**config.mk**
```make
export PLATFORM = sky130hd
export DESIGN_NAME = bpd_ctrl
export DESIGN_NICKNAME = d
export VERILOG_FILES = /design/src/design/bpd_pkg.sv /design/src/design/bpd_ctrl.sv
export SDC_FILE = /design/constraint.sdc
export NUM_CORES = 1
export LEC_CHECK = 0
export BUFFER_PORTS_ARGS = -buffer_cell sky130_fd_sc_hd__buf_2
export CAP_MARGIN = 20
export CORE_UTILIZATION = 40
export CTS_CLUSTER_SIZE = 20
export DETAILED_ROUTE_END_ITERATION = 10
export GPL_ROUTABILITY_DRIVEN = 0
export PLACE_DENSITY = 0.79
export RECOVER_POWER = 25
export SLEW_MARGIN = 25
export SYNTH_ARGS = -nofsm -noshare
export SYNTH_HDL_FRONTEND = slang
export SYNTH_SLANG_ARGS = --single-unit
```
**constraint.sdc**
```tcl
create_clock -name clk -period 1.91 [get_ports clk]
set_input_delay 0.0955 -clock clk [delete_from_list [all_inputs] [get_ports clk]]
set_output_delay 0.0955 -clock clk [all_outputs]
set_load 0.005 [all_outputs]
```
**src/design/bpd_pkg.sv**
```systemverilog
`timescale 1ns / 1ps
`default_nettype none
// ----------------------------------------------------------------------------
// bpd_pkg: shared types, constants and keyword tables
// Event codes, controller/datapath command and status, keyword ROM lookups.
// ----------------------------------------------------------------------------
package bpd_pkg;

  localparam logic [2:0] EV_CHAR    = 3'd0;
  localparam logic [2:0] EV_EOL     = 3'd1;
  localparam logic [2:0] EV_END     = 3'd2;
  localparam logic [2:0] EV_BADADDR = 3'd3;
  localparam logic [2:0] EV_NONE    = 3'd4;

  localparam logic [7:0]  ESC_BYTE  = 8'h64;
  localparam logic [7:0]  EXT_FIRST = 8'h01;
  localparam logic [7:0]  EXT_LAST  = 8'h7C;
  localparam logic [7:0]  STD_FIRST = 8'h80;
  localparam logic [7:0]  STD_LAST  = 8'hCB;
  localparam logic [15:0] LOAD_ADDR = 16'h0801;
  localparam int          MAX_CHARS = 8;

  // What the datapath should emit for the current byte
  typedef enum logic [2:0] {
    SRC_NONE,    // one event, no text
    SRC_CHAR,    // single character = the byte
    SRC_STD,     // standard keyword
    SRC_EXT,     // extension keyword
    SRC_NUM      // decimal line number + space
  } src_t;

  typedef struct packed {
    logic        load;     // start a new emission
    src_t        src;
    logic [2:0]  ev;       // event for SRC_NONE
    logic [7:0]  byte_v;
    logic [15:0] num;
  } dp_cmd_t;

  typedef struct packed {
    logic busy;            // emission in progress
  } dp_sts_t;

  // Keyword text packed as up to 8 characters, first char in lowest byte.
  function automatic logic [63:0] str8(input string s);
    logic [63:0] r;
    r = '0;
    for (int i = 0; i < s.len() && i < 8; i++) r[i*8 +: 8] = s[i];
    return r;
  endfunction

  function automatic logic [63:0] std_word(input logic [6:0] i);
    logic [63:0] r;
    case (i)
      7'd0: r = str8("END");     7'd1: r = str8("FOR");     7'd2: r = str8("NEXT");
      7'd3: r = str8("DATA");    7'd4: r = str8("INPUT#");  7'd5: r = str8("INPUT");
      7'd6: r = str8("DIM");     7'd7: r = str8("READ");    7'd8: r = str8("LET");
      7'd9: r = str8("GOTO");    7'd10: r = str8("RUN");    7'd11: r = str8("IF");
      7'd12: r = str8("RESTORE"); 7'd13: r = str8("GOSUB"); 7'd14: r = str8("RETURN");
      7'd15: r = str8("REM");    7'd16: r = str8("STOP");   7'd17: r = str8("ON");
      7'd18: r = str8("WAIT");   7'd19: r = str8("LOAD");   7'd20: r = str8("SAVE");
      7'd21: r = str8("VERIFY"); 7'd22: r = str8("DEF");    7'd23: r = str8("POKE");
      7'd24: r = str8("PRINT#"); 7'd25: r = str8("PRINT");  7'd26: r = str8("CONT");
      7'd27: r = str8("LIST");   7'd28: r = str8("CLR");    7'd29: r = str8("CMD");
      7'd30: r = str8("SYS");    7'd31: r = str8("OPEN");   7'd32: r = str8("CLOSE");
      7'd33: r = str8("GET");    7'd34: r = str8("NEW");    7'd35: r = str8("TAB(");
      7'd36: r = str8("TO");     7'd37: r = str8("FN");     7'd38: r = str8("SPC(");
      7'd39: r = str8("THEN");   7'd40: r = str8("NOT");    7'd41: r = str8("STEP");
      7'd42: r = str8("+");      7'd43: r = str8("-");      7'd44: r = str8("*");
      7'd45: r = str8("/");      7'd46: r = str8("^");      7'd47: r = str8("AND");
      7'd48: r = str8("OR");     7'd49: r = str8(">");      7'd50: r = str8("=");
      7'd51: r = str8("<");      7'd52: r = str8("SGN");    7'd53: r = str8("INT");
      7'd54: r = str8("ABS");    7'd55: r = str8("USR");    7'd56: r = str8("FRE");
      7'd57: r = str8("POS");    7'd58: r = str8("SQR");    7'd59: r = str8("RND");
      7'd60: r = str8("LOG");    7'd61: r = str8("EXP");    7'd62: r = str8("COS");
      7'd63: r = str8("SIN");    7'd64: r = str8("TAN");    7'd65: r = str8("ATN");
      7'd66: r = str8("PEEK");   7'd67: r = str8("LEN");    7'd68: r = str8("STR$");
      7'd69: r = str8("VAL");    7'd70: r = str8("ASC");    7'd71: r = str8("CHR$");
      7'd72: r = str8("LEFT$");  7'd73: r = str8("RIGHT$"); 7'd74: r = str8("MID$");
      7'd75: r = str8("GO");
      default: r = '0;
    endcase
    return r;
  endfunction

  function automatic logic [63:0] ext_word(input logic [6:0] i);
    logic [63:0] r;
    case (i)
      7'd0: r = str8("HIRES");   7'd1: r = str8("PLOT");    7'd2: r = str8("LINE");
      7'd3: r = str8("BLOCK");   7'd4: r = str8("FCHR");    7'd5: r = str8("FCOL");
      7'd6: r = str8("FILL");    7'd7: r = str8("RECT");    7'd8: r = str8("ROT");
      7'd9: r = str8("DRAW");    7'd10: r = str8("CHAR");   7'd11: r = str8("HI COL");
      7'd12: r = str8("INV");    7'd13: r = str8("FRAC");   7'd14: r = str8("MOVE");
      7'd15: r = str8("PLACE");  7'd16: r = str8("UPB");    7'd17: r = str8("UPW");
      7'd18: r = str8("LEFTW");  7'd19: r = str8("LEFTB");  7'd20: r = str8("DOWNB");
      7'd21: r = str8("DOWNW");  7'd22: r = str8("RIGHTB"); 7'd23: r = str8("RIGHTW");
      7'd24: r = str8("MULTI");  7'd25: r = str8("COLOUR"); 7'd26: r = str8("MMOB");
      7'd27: r = str8("BFLASH"); 7'd28: r = str8("MOB SET"); 7'd29: r = str8("MUSIC");
      7'd30: r = str8("FLASH");  7'd31: r = str8("REPEAT"); 7'd32: r = str8("PLAY");
      7'd33: r = str8(">>");     7'd34: r = str8("CENTRE"); 7'd35: r = str8("ENVELOPE");
      7'd36: r = str8("CGOTO");  7'd37: r = str8("WAVE");   7'd38: r = str8("FETCH");
      7'd39: r = str8("AT(");    7'd40: r = str8("UNTIL");  7'd41: r = str8(">>");
      7'd42: r = str8(">>");     7'd43: r = str8("USE");    7'd44: r = str8(">>");
      7'd45: r = str8("GLOBAL"); 7'd46: r = str8(">>");     7'd47: r = str8("RESET");
      7'd48: r = str8("PROC");   7'd49: r = str8("CALL");   7'd50: r = str8("EXEC");
      7'd51: r = str8("END PROC"); 7'd52: r = str8("EXIT"); 7'd53: r = str8("END LOOP");
      7'd54: r = str8("ON KEY"); 7'd55: r = str8("DISABLE"); 7'd56: r = str8("RESUME");
      7'd57: r = str8("LOOP");   7'd58: r = str8("DELAY");  7'd59: r = str8(">>");
      7'd60: r = str8(">>");     7'd61: r = str8(">>");     7'd62: r = str8(">>");
      7'd63: r = str8("SECURE"); 7'd64: r = str8("DISAPA"); 7'd65: r = str8("CIRCLE");
      7'd66: r = str8("ON ERROR"); 7'd67: r = str8("NO ERROR"); 7'd68: r = str8("LOCAL");
      7'd69: r = str8("RCOMP");  7'd70: r = str8("ELSE");   7'd71: r = str8("RETRACE");
      7'd72: r = str8("TRACE");  7'd73: r = str8("DIR");    7'd74: r = str8("PAGE");
      7'd75: r = str8("DUMP");   7'd76: r = str8("FIND");   7'd77: r = str8("OPTION");
      7'd78: r = str8("AUTO");   7'd79: r = str8("OLD");    7'd80: r = str8("JOY");
      7'd81: r = str8("MOD");    7'd82: r = str8("DIV");    7'd83: r = str8(">>");
      7'd84: r = str8("DUP");    7'd85: r = str8("INKEY");  7'd86: r = str8("INST");
      7'd87: r = str8("TEST");   7'd88: r = str8("LIN");    7'd89: r = str8("EXOR");
      7'd90: r = str8("INSERT"); 7'd91: r = str8("POT");    7'd92: r = str8("PENX");
      7'd93: r = str8(">>");     7'd94: r = str8("PENY");   7'd95: r = str8("SOUND");
      7'd96: r = str8("GRAPHICS"); 7'd97: r = str8("DESIGN"); 7'd98: r = str8("RLOCMOB");
      7'd99: r = str8("CMOB");   7'd100: r = str8("BCKGNDS"); 7'd101: r = str8("PAUSE");
      7'd102: r = str8("NRM");   7'd103: r = str8("MOB OFF"); 7'd104: r = str8("OFF");
      7'd105: r = str8("ANGL");  7'd106: r = str8("ARC");   7'd107: r = str8("COLD");
      7'd108: r = str8("SCRSV"); 7'd109: r = str8("SCRLD"); 7'd110: r = str8("TEXT");
      7'd111: r = str8("CSET");  7'd112: r = str8("VOL");   7'd113: r = str8("DISK");
      7'd114: r = str8("HRDCPY"); 7'd115: r = str8("KEY");  7'd116: r = str8("PAINT");
      7'd117: r = str8("LOW COL"); 7'd118: r = str8("COPY"); 7'd119: r = str8("MERGE");
      7'd120: r = str8("RENUMBER"); 7'd121: r = str8("MEM"); 7'd122: r = str8("DETECT");
      7'd123: r = str8("CHECK");
      default: r = '0;
    endcase
    return r;
  endfunction

endpackage
`default_nettype wire

```
**src/design/bpd_ctrl.sv**
```systemverilog
`timescale 1ns / 1ps
`default_nettype none
// ----------------------------------------------------------------------------
// bpd_ctrl: parse controller
// Tracks file position per accepted byte and issues one emit command to the
// datapath; holds off input while the datapath is emitting.
// ----------------------------------------------------------------------------
module bpd_ctrl
  import bpd_pkg::*;
(
  input  wire logic       clk,
  input  wire logic       rst_n,
  input  wire logic       in_valid,
  output logic            in_ready,
  input  wire logic [7:0] data_byte,
  input  wire logic       start_req,
  output dp_cmd_t         cmd,
  input  wire dp_sts_t    sts
);

  typedef enum logic [3:0] {
    PH_LOAD_LO, PH_LOAD_HI, PH_LINK_LO, PH_LINK_HI,
    PH_NUM_LO, PH_NUM_HI, PH_BODY, PH_DONE, PH_BAD
  } phase_t;

  phase_t     phase_r, phase_nxt, ph_eff;
  logic [7:0] held_r, held_nxt, held_eff;
  logic       esc_r, esc_nxt, esc_eff;
  logic       acc;

  assign in_ready = !sts.busy;
  assign acc      = in_valid && in_ready;

  always_comb begin
    ph_eff   = start_req ? PH_LOAD_LO : phase_r;
    held_eff = start_req ? 8'd0 : held_r;
    esc_eff  = start_req ? 1'b0 : esc_r;
    phase_nxt = ph_eff;
    held_nxt  = held_eff;
    esc_nxt   = esc_eff;
    cmd.load   = acc;
    cmd.src    = SRC_NONE;
    cmd.ev     = EV_NONE;
    cmd.byte_v = data_byte;
    cmd.num    = {data_byte, held_eff};
    case (ph_eff)
      PH_LOAD_LO: begin
        held_nxt = data_byte; phase_nxt = PH_LOAD_HI;
      end
      PH_LOAD_HI: begin
        if ({data_byte, held_eff} == LOAD_ADDR) begin
          phase_nxt = PH_LINK_LO;
        end else begin
          cmd.ev = EV_BADADDR; phase_nxt = PH_BAD;
        end
      end
      PH_LINK_LO: begin
        held_nxt = data_byte; phase_nxt = PH_LINK_HI;
      end
      PH_LINK_HI: begin
        if (held_eff == 8'd0 && data_byte == 8'd0) begin
          cmd.ev = EV_END; phase_nxt = PH_DONE;
        end else begin
          phase_nxt = PH_NUM_LO;
        end
      end
      PH_NUM_LO: begin
        held_nxt = data_byte; phase_nxt = PH_NUM_HI;
      end
      PH_NUM_HI: begin
        cmd.src = SRC_NUM; esc_nxt = 1'b0; phase_nxt = PH_BODY;
      end
      PH_BODY: begin
        if (esc_eff) begin
          esc_nxt = 1'b0;
          cmd.src = (data_byte >= EXT_FIRST && data_byte <= EXT_LAST) ? SRC_EXT : SRC_CHAR;
        end else if (data_byte == 8'd0) begin
          cmd.ev = EV_EOL; phase_nxt = PH_LINK_LO;
        end else if (data_byte == ESC_BYTE) begin
          esc_nxt = 1'b1;
        end else if (data_byte >= STD_FIRST && data_byte <= STD_LAST) begin
          cmd.src = SRC_STD;
        end else begin
          cmd.src = SRC_CHAR;
        end
      end
      default: ;
    endcase
  end

  always_ff @(posedge clk) begin
    if (!rst_n) begin
      phase_r <= PH_LOAD_LO;
      held_r  <= 8'd0;
      esc_r   <= 1'b0;
    end else if (acc) begin
      phase_r <= phase_nxt;
      held_r  <= held_nxt;
      esc_r   <= esc_nxt;
    end
  end

  // escape flag only lives inside a line body
  a_esc_body: assert property (@(posedge clk) disable iff (!rst_n)
    esc_r |-> phase_r == PH_BODY) else $error("escape outside body");
  // no new byte taken while emitting
  a_hold: assert property (@(posedge clk) disable iff (!rst_n)
    sts.busy |-> !acc) else $error("accept while busy");
  a_bad_sticky: assert property (@(posedge clk) disable iff (!rst_n)
    $past(phase_r == PH_BAD) && !($past(acc) && $past(start_req)) |-> phase_r == PH_BAD)
    else $error("left bad state");

endmodule
`default_nettype wire

```
==> results of run 1 <==
-- flip-flops by register name, summed over array words and instances, names as in the netlist --
| name | cells |
|---|---|
| esc_r | 1 |
| held_r | 8 |
| phase_r | 4 |
-- placed cells by master, fill, tap and decap left out, types with 2 or more instances in the layout --
master                      n
sky130_fd_sc_hd__nand3_1    2
sky130_fd_sc_hd__nor4_4     2
sky130_fd_sc_hd__or2_2      2
sky130_fd_sc_hd__clkinv_1   2
sky130_fd_sc_hd__nor2_1    12
sky130_fd_sc_hd__a211o_1    2
sky130_fd_sc_hd__a21oi_1    5
sky130_fd_sc_hd__a211oi_1   2
sky130_fd_sc_hd__o21a_1     2
sky130_fd_sc_hd__buf_2     34
sky130_fd_sc_hd__nand2_1    4
sky130_fd_sc_hd__a31oi_1    3
sky130_fd_sc_hd__mux2i_1    9
sky130_fd_sc_hd__dfxtp_1    9
sky130_fd_sc_hd__clkbuf_1  10
sky130_fd_sc_hd__nand2b_1   3
sky130_fd_sc_hd__o21ai_0    6
sky130_fd_sc_hd__dfxtp_2    4
sky130_fd_sc_hd__nor3_1     3
sky130_fd_sc_hd__clkbuf_4   3
sky130_fd_sc_hd__nor2b_1    9
sky130_fd_sc_hd__inv_1      3
sky130_fd_sc_hd__buf_4      3
-- cell families (layout without fill, tap and decap cells) --
logic type | Yosys count | in the layout | share of synthesized area [%]
flops | 13 | 13 | 25.0
mux | 10 | 10 | 9.74
simple gates | 51 | 51 | 31.3
compound gates | 27 | 27 | 18.1
buf+inv | 26 | 56 | 15.9
-- worst register-to-register path, cell delays in order, from the launching register on --
cell                       delay, ns
sky130_fd_sc_hd__dfxtp_1        0.52
sky130_fd_sc_hd__a211oi_1       0.16
sky130_fd_sc_hd__o21ai_2        0.47
sky130_fd_sc_hd__mux2i_1        0.27
sky130_fd_sc_hd__nor2_1         0.06
-- worst min-delay path by stage --
| stage | from | to | slack, ns | cells past startpoint |
|---|---|---|---|---|
| finish | rst_n | phase_r[0]$_SDFFE_PN0P_ | 0.09 | 3 |
| global route | rst_n | phase_r[0]$_SDFFE_PN0P_ | 0.10 | 3 |
| CTS | rst_n | phase_r[0]$_SDFFE_PN0P_ | 0.08 | 3 |
| detailed placement | rst_n | phase_r[0]$_SDFFE_PN0P_ | 0.39 | 3 |
| global placement | rst_n | phase_r[0]$_SDFFE_PN0P_ | 0.38 | 3 |
| floorplan | sts | in_ready | 0.22 | 1 |
-- final cells by class --
cell class / count / share of cell area [%]
Sequential cell: 13 / 21.6
Inverter: 5 / 1.53
Clock buffer: 3 / 1.84
Timing Repair Buffer: 47 / 18.8
Clock inverter: 1 / 0.408
Tap cell: 30 / 3.06
Multi-Input combinational cell: 88 / 52.8
-- routing by layer --
metal	GRT usage [%]	up-vias	share of wire, %
li1	-	494	-
met1	24.7	481	43
met2	32.1	44	50
met3	6.90	0	6.9
met4	3.07	0	0
met5	0	-	0
-- power groups by stage --
stage	Sequential [µW]	Combinational, µW	Clock (µW)
final	301	149	183
after global routing	304	166	207
after CTS	298	144	185
after detailed placement	303	143	0
after global placement	302	139	0
after floorplan	297	109	0
-- repair_timing --
item | in CTS | in global routing
buffers inserted | 0 | 2
setup endpoints to repair | 1 | 3
hold endpoints to repair | 0 | 0
resized for setup | 2 | 7
pin swaps | 1 | 3
-- through the flow --
step                power, µW  hold WS, ns
floorplan                 406        0.218
global placement          441        0.382
detailed placement        446        0.386
CTS                       628       0.0797
global route              677        0.101
finish                    633       0.0871
==> summary by stage, run 1 <==
STA
The final max-slew violation count is 0. Derived from the worst setup path, the maximum achievable clock frequency is about 0.55 GHz. The slew of the pin with the lowest slew margin is 0.554 ns. The worst max-slew margin expressed relative to the limit is 63.1%. The maximum clock skew at final layout is 0.000545 ns. Of the available clock period, the critical path in the final layout requires 95.4%.

The total of endpoints with negative setup slack in the final report is 0. Across all setup checks in the final design, the least slack found is between 0.08 and 0.09 ns. For the final routed database, the setup TNS stands at 0 ns. The minimum period implied by the final worst setup slack is 1.82 ns. The number of hold violations in the final report is 0.

Yosys
The sequential cell area fraction in the yosys report is 25.0%. Among all flip-flop cells after synthesis, the most frequent one is sky130_fd_sc_hd__dfxtp_1. By count the netlist is led by 17 x sky130_fd_sc_hd__buf_4, 13 x sky130_fd_sc_hd__dfxtp_1, 12 x sky130_fd_sc_hd__nor2_1. The number of enable flip-flop cells after synthesis is 0. In the post-synthesis netlist, the biggest area contributors are sky130_fd_sc_hd__dfxtp_1 25%, sky130_fd_sc_hd__buf_4 12%, sky130_fd_sc_hd__mux2i_1 8.7%. Summed over its instances, the top area cell type makes up 25.0% of the synthesized netlist area. The share of flip-flops with an asynchronous set or reset after synthesis is 0%. The gate count after technology mapping is 127. The most common cell in the synthesized netlist is sky130_fd_sc_hd__buf_4. The synthesized cell area is between 0.001 and 0.0015 mm². Dividing the synthesized area by the synthesized cell count gives 8.20 µm². The number of nets in the synthesized netlist is 140. The yosys synthesis warning count is 0.

Synthesis instantiated 42 different standard cells from the library. The flip-flop and latch count after synthesis is 13. The cell accounting for the most synthesized area is sky130_fd_sc_hd__dfxtp_1.

Cells and area
The multi-input combinational cells in the finished layout cover a total of 647 µm². The filler cell count in the final layout is 258. At the end of the flow the core is filled with cells to between 40% and 50%. The final layout contains about 170 nets. Once layout is complete, the cells apart from fillers number 187. Compared with the post-synthesis result, the final layout area differs by 17.8%. The register cell area after layout is roughly 270 µm². The post-route netlist has about 38% of its cells at a drive strength greater than 1.

Once layout is done, the placed cells without fillers occupy 0.00123 mm². The final antenna diode count is 0.

Detailed routing
The first TritonRoute pass finished after 4 iterations. The routed length per instance is 13.3 µm. The per-cell via count in the routed design is 5.45.

The sum of routed wire length over all layers is between 2000 and 2500 µm. For this block, the initial DRC count from the detailed router was 47. The detail route stage leaves a number of antenna-violating nets equal to 0. In the routed design, unresolved DRC markers number 0. Detailed routing inserted a total of 1019 vias.

Floorplan
Measured along the x axis, the die boundary spans 53.0 µm. between 40 and 50 I/O pins were placed. The initial standard-cell utilization of the core is 42.0%. The row count is 18. The die is approximately 53 µm tall.

The floorplan step defined a core boundary enclosing 0.00248 mm². The floorplan step defined a die boundary enclosing 0.00281 mm².

Setup path
The worst setup path is captured at a primary output. Following the worst setup path forward leads to its endpoint at cmd[25]. For this run, the slowest stage of the critical path takes 0.38 ns. In this run the number of cells on the critical path is 5. STA classifies the critical path startpoint as a flop. The slack of the worst reg-to-reg path is 0.33 ns. Data on the critical path is required at its endpoint by 1.81 ns.

The depth of the worst register-to-register path is 4. Data arrives at the worst endpoint at 1.73 ns. The maximum fanout along the worst path is 8. The launch point of the critical path is phase_r[2]$_SDFFE_PN0P_. The kind of cell adding the most delay to the critical path is simple AND/OR/NAND/NOR gates. The worst register-to-register path begins at phase_r[1]$_SDFFE_PN0P_. The number of buffers and inverters on the critical path is 1. The critical path's slowest cell is sky130_fd_sc_hd__dfxtp_2. Traced cell by cell, the critical path runs through nor4b_4 > nand2_2 > or3_4 > or2b_1 > buf_2. The worst setup path category is reg -> out. The capture point of the worst reg-to-reg path is held_r[7]$_SDFFE_PN0P_.

Pwr
The power density of the placed cells is 517 mW/mm². In this run switching power makes up 31.7% of total power. The highest ir drop seen on vdd is 0.473 mV. The internal power component is 433 µW.

The clock power share is 28.9%. The analysis attributes to cell leakage a power of between 0.0005 and 0.0006 µW. Summed over all nets, the switching power comes to 201 µW. In this run, flip-flops and latches consume 47.6% of the power.

Per report_power, the combinational group accounts for 23.6% of the total.

Global routing
The total routing resource utilization after global routing is 19.5%. The initial antenna violation count is 0. The maximum number of pins on one net before global-route repair is 21. The total congestion overflow after global routing is 0.

The first global-routing pass estimated 4060 µm of wire. The via count of the first global-routing pass is between 900 and 1000.

Clock tree
For this design, the CTS-stage hold fixing added 0 buffers. The number of clock sinks seen by CTS is 13. The number of levels the H-tree was split into is 1.

The root buffer selected by CTS is sky130_fd_sc_hd__clkbuf_4. The number of clock buffers added by TritonCTS is 3. The clock tree from TritonCTS is built. The worst-skew pair later-pin latency is 0.28 ns. The clock passes through at most 2 buffers. The clock-pin slew on the worst setup and hold paths is 0.09 ns.

Place
After detailed placement, the design holds a cell count of between 150 and 200. After detailed placement, the total cell area comes to around 0.0012 mm². Prior to clock tree synthesis, the placed netlist has a worst setup slack of 0.302 ns. The total of buffers placed on input and output ports is 44. The detailed-placement wirelength estimate is about 1800 µm.

Worst hold path
The worst min-delay path category is in -> reg.

Run status
The run finished with clean final reports.

Flow run
Max-cap violations in this run came to 0.
Note: power is estimated with default switching activity, not from simulation.
==> run 2, diff against run 1 <==
--- a/config.mk
+++ b/config.mk
@@ -11,7 +11,7 @@
 export CTS_CLUSTER_SIZE = 20
 export DETAILED_ROUTE_END_ITERATION = 10
 export GPL_ROUTABILITY_DRIVEN = 0
-export PLACE_DENSITY = 0.79
+export PLACE_DENSITY = 0.82
 export RECOVER_POWER = 25
 export SLEW_MARGIN = 25
 export SYNTH_ARGS = -nofsm -noshare
==> constraint.sdc (replaced) <==
create_clock -name clk -period 1.6 [get_ports clk]
set_input_delay 0.08 -clock clk [delete_from_list [all_inputs] [get_ports clk]]
set_output_delay 0.08 -clock clk [all_outputs]
set_load 0.005 [all_outputs]
==> run 2 against run 1 <==
Effect of this change: the flow now finishes with violations (negative setup slack); routed wire length rose by 9.4%; total power increased by 24%; die area stayed put; utilization rose by 5.6 points; non-clock buffer count grew 10; hold slack lost 0.017 ns; critical path type unchanged; largest cell class unchanged; largest power group unchanged; highest routed layer is now met4.
==> summary by stage, run 2 (synthesized netlist as in run 1, its figures left out) <==
Run status
The run finished, with violations left. The checks that failed: negative setup slack.

Floorplan
From left edge to right edge, the die measures 53.0 µm. In this run the standard cell core region covers between 0.002 and 0.0025 mm². The total die area is roughly 0.0028 mm². The initial utilization of the core area, before any placement, comes to 42.0%. The row count is 18. In this run the count of I/O pins placed on the die edge is 45.

From bottom edge to top edge, the die measures around 53 µm.

Clock tree
For the worst-skew pair, the clock arrives at the later sink with an insertion delay of 0.29 ns. The clock buffer count from CTS is 3. Counting every sink on the clock net gives 13. In this run the number of H-tree levels came out at 1. The clock tree from TritonCTS is built.

The clock-pin slew on the worst setup and hold paths is about 0.090 ns. In this run the clock root is driven by a sky130_fd_sc_hd__clkbuf_4. The maximum root-to-sink buffer count is 2.

Global routing
After global routing, the most crowded layer is met2. The total routing resource utilization after global routing is 19.9%. The initial antenna violation count was 0. The met1 track demand over resource in global routing is roughly 23%. The first global-routing pass estimated 4070 µm of wire. Entering global routing, the biggest net connects 18 pins.

The via count of the first global-routing pass is between 800 and 900. The total congestion overflow after global routing is 0. For met2 alone, demand over resource in global routing was 35.2%. Global routing consumed, on the met3 layer, 4.31% of the routing resources.

Detailed routing
In this run, the number of DRC markers left after iteration 0 of detailed routing was 19. In the routed design, unresolved DRC markers number 0. The count of TritonRoute iterations in the first routing pass is 4. The final route contains 1045 vias. The remaining number of nets flagged by the antenna check after routing is 0. Dividing the detail-routed wire length by the instance count gives roughly 14 µm. The sum of routed wire length over all layers is 2710 µm. The per-cell via count in the routed design is between 5 and 6.

Setup path
The required time at the endpoint of the critical path is 1.52 ns. The arrival time at the worst endpoint is 1.76 ns. The worst setup path is captured at a primary output. The worst setup path category is reg -> out. On the critical path, the stage with the largest delay is an instance of sky130_fd_sc_hd__or3_4. Traced cell by cell, the critical path runs through nor4_4 > a31oi_2 > or3_4 > or2b_1 > buf_2.

The depth of the worst register-to-register path is 7. The worst register-to-register path begins at phase_r[2]$_SDFFE_PN0P_. The maximum fanout along the worst path is 3.

The largest stage delay on the critical path is 0.41 ns. The worst register-to-register path ends at esc_r$_SDFFE_PN0P_. The worst setup path is launched from a flop. In this run the register-to-register setup slack is 0.07 ns.

STA
The total of endpoints with negative setup slack in the final report is 3. Setup repair after global routing could not meet its margin everywhere. Final hold analysis gives a worst-case slack of ~0.07 ns. The slew of the pin with the lowest slew margin is 0.559 ns. The smallest clock period supported by the final layout is computed as 1.84 ns. The final critical path takes up 115% of the cycle. The setup slack after layout is -0.238 ns. The maximum clock skew at final layout is about 0.0026 ns.

The number of hold violations in the final report is 0. The worst max-slew margin expressed relative to the limit is between 60% and 70%. The final max-slew violation count is 0. The top achievable clock speed is 0.544 GHz.

Cells and area
Fill cells in the final layout number 249. In the final layout, the registers with the most flip-flops are held_r x8, phase_r x4, esc_r x1. In the layout the commonest cells are 36 x sky130_fd_sc_hd__buf_2, 12 x sky130_fd_sc_hd__nor2_1, 11 x sky130_fd_sc_hd__buf_4. The register with the most flip-flops in the final layout is held_r. The final core area utilization is 55.1%. The final instance area is 0.00137 mm².

The library cell used most frequently in the layout, excluding fill and tap cells, is sky130_fd_sc_hd__buf_2. The register with the most flip-flops in the layout has 8 of them. The share of cells above drive strength 1 is 48.5%. At the end of the flow, the number of nets in the layout was 181. The final antenna diode count is 0. The area growth from synthesis to layout is 31.1%.

Place
The count of buffers added on input and output ports is 44. OpenSTA, run right after detailed placement, puts the worst setup slack at -0.0276 ns. The detailed-placement wirelength estimate is 1880 µm.

The post-place instance area is about 0.0012 mm².

Worst hold path
The worst min-delay path category is in -> reg. The worst min-delay path startpoint is rst_n. The worst hold path cell count is 3. The worst hold path endpoint is phase_r[0]$_SDFFE_PN0P_.

Pwr
The highest ir drop seen on vdd is 0.501 mV. Dividing total power by cell area gives a power density of approximately 570 mW/mm². The design draws between 700 and 800 µW. The leakage power of the design is 0.000625 µW.

Flow run
Across the run, the number of max-cap violations was 0.
[run 2: repair_timing]
action / in CTS / in global routing
hold buffers: 0 / 0
setup endpoints to repair: 3 / 13
pin swaps: 2 / 4
buffers inserted: 1 / 5
resized for setup: 8 / 15
[run 2: worst max-delay path by stage]
| stage | startpoint | to | depth (start not counted) |
|---|---|---|---|
| floorplan | phase_r[3]$_SDFFE_PN0P_ | cmd[25] | 5 |
| global placement | held_r[4]$_SDFFE_PN0P_ | cmd[25] | 5 |
| detailed placement | held_r[4]$_SDFFE_PN0P_ | cmd[25] | 5 |
| CTS | held_r[6]$_SDFFE_PN0P_ | cmd[25] | 5 |
| global route | held_r[4]$_SDFFE_PN0P_ | cmd[25] | 5 |
| finish | held_r[4]$_SDFFE_PN0P_ | cmd[25] | 5 |
[run 2: critical path: cells and delay by family (launching register included)]
family,cells,cell delay [ns]
AO/OA/AOI/OAI,1,0.15
buffers and inverters,1,0.10
AND/OR/NAND/NOR,3,0.88
flip-flops,1,0.34
[run 2: report_power, final]
| part | total [µW] | internal (µW) | switching [µW] |
|---|---|---|---|
| clock network | 220 | 93.1 | 127 |
| logic | 207 | 101 | 106 |
| registers | 358 | 340 | 17.9 |
[run 2: area by class of cell]
| cell class | instances | area, µm² | area share [%] |
|---|---|---|---|
| inverters | 5 | 18.8 | 1.37 |
| repair buffers | 57 | 317 | 23.2 |
| clock buffers | 3 | 22.5 | 1.65 |
| flip-flops and latches | 13 | 269 | 19.7 |
| multi-input cells | 88 | 696 | 51.0 |
| well taps | 30 | 37.5 | 2.75 |
| clock inverters | 1 | 5.00 | 0.367 |
[run 2: metal layers]
metal	up-vias	wire length (µm)
met5	-	0
met4	0	49
met3	6	143
met2	38	1390
met1	486	1130
li1	515	-
[run 2: stage by stage]
step,std cells,setup TNS [ns]
after detailed placement,187,-0.0276
after floorplan,127,0
after global routing,197,-0.819
final,197,-0.563
after global placement,187,0
after CTS,192,-0.367
